File: config.mk
export PLATFORM = sky130hd
export DESIGN_NAME = srs_div
export DESIGN_NICKNAME = d
export VERILOG_FILES = /design/src/hw/rtl/srs_pkg.sv /design/src/hw/rtl/srs_div.sv
export SDC_FILE = /design/constraint.sdc
export NUM_CORES = 1
export LEC_CHECK = 0
export BUFFER_PORTS_ARGS = -buffer_cell sky130_fd_sc_hd__buf_4
export CAP_MARGIN = 0
export CORE_UTILIZATION = 55
export CTS_CLUSTER_SIZE = 20
export DETAILED_ROUTE_END_ITERATION = 10
export PLACE_DENSITY = 0.81
export SYNTH_ARGS = -nofsm -noshare
export SYNTH_HDL_FRONTEND = slang
export SYNTH_SLANG_ARGS = --single-unit
File: constraint.sdc
create_clock -name i_clk -period 8.5 [get_ports i_clk]
set_clock_uncertainty 0.2 [all_clocks]
set_input_delay 1.275 -clock i_clk [delete_from_list [all_inputs] [get_ports i_clk]]
set_output_delay 1.275 -clock i_clk [all_outputs]
set_load 0.1 [all_outputs]
File: src/hw/rtl/srs_pkg.sv
// ---------------------------------------------------------------------------
// srs_pkg
// Shared types, codes and constants of the stochastic reaction step engine.
// ---------------------------------------------------------------------------
`default_nettype none

package srs_pkg;

    // Defaults for top-level parameters
    localparam int MAX_REACTIONS_DEF = 64;
    localparam int MAX_SPECIES_DEF   = 32;

    // Fixed by the field widths
    localparam int MAX_PRODUCTS = 3;
    localparam int COUNT_BITS   = 24;
    localparam int TIME_W       = 48;
    localparam int RATE_W       = 32;
    localparam int PROP_W       = 64;
    localparam int DIVIDEND_W   = 48;
    localparam int IN_W         = 152;
    localparam int OUT_W        = 80;

    // Op codes
    localparam logic [2:0] OP_WR_RXN   = 3'd0;
    localparam logic [2:0] OP_WR_COUNT = 3'd1;
    localparam logic [2:0] OP_WR_SRC   = 3'd2;
    localparam logic [2:0] OP_RD_COUNT = 3'd3;
    localparam logic [2:0] OP_STEP     = 3'd4;
    localparam logic [2:0] OP_RESTART  = 3'd5;

    // Status codes
    localparam logic [1:0] ST_OK   = 2'd0;
    localparam logic [1:0] ST_ZERO = 2'd1;
    localparam logic [1:0] ST_PAST = 2'd2;

    // Configuration register indexes
    localparam logic [2:0] CFG_START_TIME = 3'd0;
    localparam logic [2:0] CFG_END_TIME   = 3'd1;
    localparam logic [2:0] CFG_IRR_END    = 3'd2;
    localparam logic [2:0] CFG_RXN_COUNT  = 3'd3;
    localparam logic [2:0] CFG_NONE_SP    = 3'd4;

    typedef struct packed {
        logic [4:0]        p3;
        logic [4:0]        p2;
        logic [4:0]        p1;
        logic [RATE_W-1:0] k;
        logic              first;
        logic [4:0]        b;
        logic [4:0]        a;
    } t_rxn;

    function automatic logic [PROP_W-1:0] sat_add64(input logic [PROP_W-1:0] x,
                                                    input logic [PROP_W-1:0] y);
        logic [PROP_W:0] s;
        s = {1'b0, x} + {1'b0, y};
        return s[PROP_W] ? '1 : s[PROP_W-1:0];
    endfunction

endpackage

`default_nettype wire

File: src/hw/rtl/srs_div.sv
// ---------------------------------------------------------------------------
// srs_div
// Restoring divider, one quotient bit per cycle, for the time increment.
// ---------------------------------------------------------------------------
`default_nettype none

module srs_div import srs_pkg::*; (
    input  wire                     i_clk,
    input  wire                     i_rst_n,
    input  wire                     i_start,
    input  wire [DIVIDEND_W-1:0]    i_dividend,
    input  wire [PROP_W-1:0]        i_divisor,
    output logic                    o_done,
    output logic [DIVIDEND_W-1:0]   o_quot
);
    localparam int CW = $clog2(DIVIDEND_W + 1);

    logic [PROP_W-1:0]     r_rem;
    logic [DIVIDEND_W-1:0] r_q;
    logic [CW-1:0]         r_cnt;
    logic                  r_busy;
    logic                  r_done;
    logic [PROP_W:0]       trial;
    logic [PROP_W:0]       diff;
    logic                  ge;

    always_comb begin
        trial = {r_rem, r_q[DIVIDEND_W-1]};
        diff  = trial - {1'b0, i_divisor};
        ge    = (trial >= {1'b0, i_divisor});
    end

    always_ff @(posedge i_clk) begin
        if (!i_rst_n) begin
            r_busy <= 1'b0;
            r_done <= 1'b0;
            r_cnt  <= '0;
        end else if (i_start) begin
            r_rem  <= '0;
            r_q    <= i_dividend;
            r_cnt  <= CW'(DIVIDEND_W);
            r_busy <= 1'b1;
            r_done <= 1'b0;
        end else if (r_busy) begin
            r_rem <= ge ? diff[PROP_W-1:0] : trial[PROP_W-1:0];
            r_q   <= {r_q[DIVIDEND_W-2:0], ge};
            r_cnt <= r_cnt - 1'b1;
            if (r_cnt == CW'(1)) begin
                r_busy <= 1'b0;
                r_done <= 1'b1;
            end
        end
    end

    assign o_done = r_done;
    assign o_quot = r_q;

endmodule

`default_nettype wire

======== Word level (Yosys, flattened, before mapping) ========
Cells that the tools add are included.
word-level totals
  word-level logic and storage cells ...... 24
  output and inout bits ................... 49
  input bits .............................. 115
  register bits ........................... 120
operators by class
  bitwise gates (word level) .............. 1
  reduce and logical (&&, ||, !) cells .... 4
  mux-type cells .......................... 9
  magnitude comparators ................... 1
  equality and inequality tests ........... 1
  add/subtract/negate cells ............... 2
operators by type and width
  cell                                                 number
  2-to-1 mux 64 bit                                    2
  2-to-1 mux 48 bit                                    2
  >= comparator 65 x 64 -> 1 bit                       1
  subtractor 64 bit                                    1
  2-to-1 mux 6 bit                                     2
  equality test 6 x 1 -> 1 bit, second input constant  1
  subtractor 6 x 1 -> 6 bit, second input constant     1
  AND reduction 2 bit                                  2
  2-to-1 mux 1 bit                                     3
  nonzero test 2 bit                                   1
  OR reduction 2 bit                                   1
  NOT 1 bit                                            1

======== Logic depth before layout (Yosys ltp) ========
  word-level depth ........................ 4
  mapped depth ............................ 16
  gate-level depth less buffers ........... 13

======== Worst setup path after synthesis ========
Ideal clock, no wire load.
  kind .................................... in2reg
  start ................................... input i_start
  end ..................................... register r_q[0] (netlist: o_quot[0]) (enable)
  data required time ...................... 7.835 ns
  library setup time ...................... 0.465 ns
  buffers on the path ..................... 2
  slack ................................... 3.651 ns
  data arrival time ....................... 4.184 ns
  stages .................................. 4
  path through ............................ clkbuf_1 clkbuf_1 o21ai_0 inv_1
on the way
  longest elaborated chain between the ends .. 2
RTL lines
  what                                  line           RTL
  from (decl)                           srs_div.sv:10  input wire i_start,
  nonzero test 2 bit (no source line)   -
  AND reduction 2 bit (no source line)  -
  to (signal assigned)                  srs_div.sv:40  r_q <= i_dividend;
  to (signal assigned)                  srs_div.sv:46  r_q <= {r_q[DIVIDEND_W-2:0], ge};
  to (decl)                             srs_div.sv:19  logic [DIVIDEND_W-1:0] r_q;
Every way passes these cells.
A chain may end at the register's enable or synchronous reset.

======== Final worst setup path ========
  start ................................... input i_divisor[49]
  end ..................................... register r_rem[58], data pin
on the way
  longest elaborated chain between the ends .. 3
  elaborated cells on any way between the ends .. 4
  classes of those cells .................. 1 x add/sub; 1 x order compare; 2 x mux
RTL lines
  what                                                                 line                          RTL
  from (decl)                                                          srs_div.sv:12                 input wire [PROP_W-1:0] i_divisor,
  subtractor 64 bit or >= comparator 65 x 64 -> 1 bit (tied branches)  srs_div.sv:29, srs_div.sv:30
  2-to-1 mux 64 bit *                                                  srs_div.sv:45                 r_rem <= ge ? diff[PROP_W-1:0] : trial[PROP_W-1:0];
  2-to-1 mux 64 bit *                                                  srs_div.sv:44                 end else if (r_busy) begin
  to (signal assigned)                                                 srs_div.sv:45
  to (decl)                                                            srs_div.sv:18                 logic [PROP_W-1:0] r_rem;
Mark *: on every way between the ends. The rest lies on a longest branch, timed or not. The select of a mux whose other input is x is not followed.

==> flow_metrics.py <==
metrics = {
    "yosys": {
        "synth_cell_types": 62,
        "syn_inst": 1076,
        "netlist_area_um2": 9520,
        "ys.flop_type": "edfxtp_1",
        "seq_area_frac_synth_pct": 37.0,
        "synth_edf_count": 112,
        "yosys_warnings": 0,
        "synthArstFlopShare_pct": 0,
        "synth-seq-cells": 120,
        "syn_nets": 1258,
        "syn_avg_cell_area_um2": 8.85,
    },
    "power": {
        "p_per_area_nw_per_um2": 207,
        "p_leak_uw": 0.00489,
        "vdd_ir_drop_max_v": 0.000206,
    },
    "placed_design": {
        "dpl.cell_count": 1412,
        "place_hpwl_um": 17800,
        "io_buffers": 163,
        "place_congestion": 0.933,
    },
    "detailed_routing": {
        "drc_errors": 0,
        "num_vias": 8456,
        "wl_um": 24600,
        "ant_nets": 0,
        "viasPerCell": 5.86,
        "detail_route.wl_per_cell_um": 17.0,
        "firstDrtPassIters": 6,
        "drtIter0Drc": 876,
    },
    "cells_and_area": {
        "area_growth_pct": 19.6,
        "postLayoutCoreUtil_pct": 68.0,
        "drive_above_1_share_pct": 22.1,
        "fill_cells": 1378,
        "fin_nets": 1393,
        "ff_latch_area_um2": 3520,
        "multiInputGateArea_um2": 5410,
        "antenna_cells": 0,
        "final_cell_count_no_fill": 1444,
    },
    "floorplanning": {
        "die_h_um": 134,
        "io_pins": 164,
        "floorplan.initialDensity_pct": 56.8,
        "fp.dieArea_um2": 17800,
        "fp-row-count": 47,
        "core_um2": 16800,
        "dieWidth_um": 134,
    },
    "worst_setup_path": {
        "critical_path_required_ns": 8.57,
        "critPathKind": "input pin to flip-flop",
        "critPathLaunchType": "input pin",
        "crit_fanout": 76,
        "worstPathArrival_ns": 5.15,
        "critPathCaptureType": "flip-flop",
    },
    "hold_path": {
        "hold_class": "flip-flop to flip-flop",
    },
    "flow_run": {
        "maxCapViolCount": 0,
    },
    "global_routing": {
        "globalRouteOverflowTotal": 0,
        "first_global_vias": 8240,
        "grt_max_degree": 80,
        "grtUsageTotal_pct": 28.0,
        "antenna_found_initial": 0,
        "grt_pass1_wl_um": 39600,
    },
    "sta": {
        "setup_viol": 0,
        "fin_crit_ns": 5.08,
        "rsz0062_at_grt": "false",
        "whs_ns": 0.298,
        "tightest_slew_ns": 1.12,
        "maxSlewHeadroom_pct": 25.5,
        "tns_ns": 0,
        "period_share_pct": 59.8,
        "fmax_mhz": 197,
        "finalHoldViolations": 0,
        "drv_slew": 0,
    },
    "clock_network": {
        "clock_path_buffers": 2,
        "htreeDepth": 4,
        "cts.sinks": 120,
        "cts_tree": "done",
        "clkTransAtPathRegs_ns": 0.05,
        "post_cts_resized": 0,
        "cts_inserted_buffers": 17,
        "cts_setup_buffers": 0,
        "clk_latency_ns": 0.43,
        "root_buffer": "clkbuf_16",
        "hold_buffers": 0,
    },
    "outcome": {
        "status": "finished, final reports clean",
    },
}
[cells by family after synthesis]
group | synth area share [%]
fa+ha+maj | 8.88
flops | 37.0
xor+xnor | 5.70
buf+inv | 6.23
simple gates | 15.8
mux | 5.68
compound gates | 20.7
[cell usage after synthesis, types with 22 or more instances]
cell      instances  area [um2]
xnor2_1          39         342
ha_1             66         826
nor3_1           23         115
nand4_1          22         138
a21o_1           28         210
edfxtp_1        112        3360
o21ai_0          36         180
inv_1            90         338
clkbuf_1         30         113
nand2_1         152         571
xor2_1           23         201
mux2_2           48         541
nor2_1           74         278
a21oi_1         134         671
[through the flow]
stage | setup slack [ns] | area [um2] | power, uW
after floorplan | 3.65 | 9520 | 1420
after global placement | 3.05 | 10800 | 1600
after detailed placement | 3.04 | 10800 | 1610
after CTS | 3.46 | 11400 | 2360
after global routing | 3.17 | 11400 | 2470
final | 3.42 | 11400 | 2360
[sequential cells by signal, summed over array words and instances, names as in the netlist]
signal,count
r_rem,64
o_quot,48
r_cnt,6
r_busy,1
o_done,1
[worst paths after layout]
path	from	to	slack, ns	cells after the start
setup / recovery	i_divisor[49]	r_rem[58]$_SDFFCE_PP0P_	3.42	14
hold / removal	o_done$_SDFFE_PP0P_	o_done$_SDFFE_PP0P_	0.30	2
setup reg to reg	r_rem[47]$_SDFFCE_PP0P_	r_rem[58]$_SDFFCE_PP0P_	3.94	12
hold reg to reg	o_done$_SDFFE_PP0P_	o_done$_SDFFE_PP0P_	0.30	2
[layout by cell type, fill, tap and decap left out, types with 5 or more instances in the layout]
master     instances
buf_4            166
nand2_1          152
a21oi_1          134
edfxtp_1         112
inv_1             89
nor2_1            74
ha_1              66
mux2_2            48
xnor2_1           39
o21ai_0           36
a21o_1            28
nor3_1            23
xor2_1            23
nand4_1           22
o21bai_1          21
clkbuf_16         17
nand3_1           16
a211oi_1          13
a211oi_2          10
nor2b_1            9
o31ai_1            9
dfxtp_1            8
a31oi_1            7
nor4_1             7
and3_1             7
a21boi_0           7
or2_2              6
inv_6              6
or3_1              5
o211ai_1           5
[layout make-up]
cell class,count,share of cell area [%]
Clock buffer,18,3.77
Timing Repair Buffer,166,10.9
Multi-Input combinational cell,816,47.5
Inverter,90,2.99
Tap cell,220,2.42
Clock inverter,14,1.43
Sequential cell,120,30.9
[power by group]
part	switching, uW	internal (uW)	leakage [uW]
Sequential	30.6	721	0.00115
Clock	306	440	0.000283
Combinational	546	315	0.00345
Total	882	1480	0.00489
[worst max-delay path: stages]
cell and delay (ns):
buf_4 0.07, inv_1 0.04, ha_1 0.42, nand4_1 0.21, nor3_1 0.49, nand4_1 0.15
nor4_1 0.37, nand4_1 0.15, o211ai_1 0.28, o21bai_1 0.24, nor2b_4 0.24, buf_4 0.68
nand4_1 0.27, a21oi_1 0.22
[per-layer routing]
layer	up-vias	part of all wire [%]	global-route usage [%]
li1	4148	-	-
met1	3942	43	34.8
met2	327	48	47.6
met3	39	7.1	6.58
met4	0	2.0	9.60
met5	-	0	0
(Power assumes the default switching activity.)
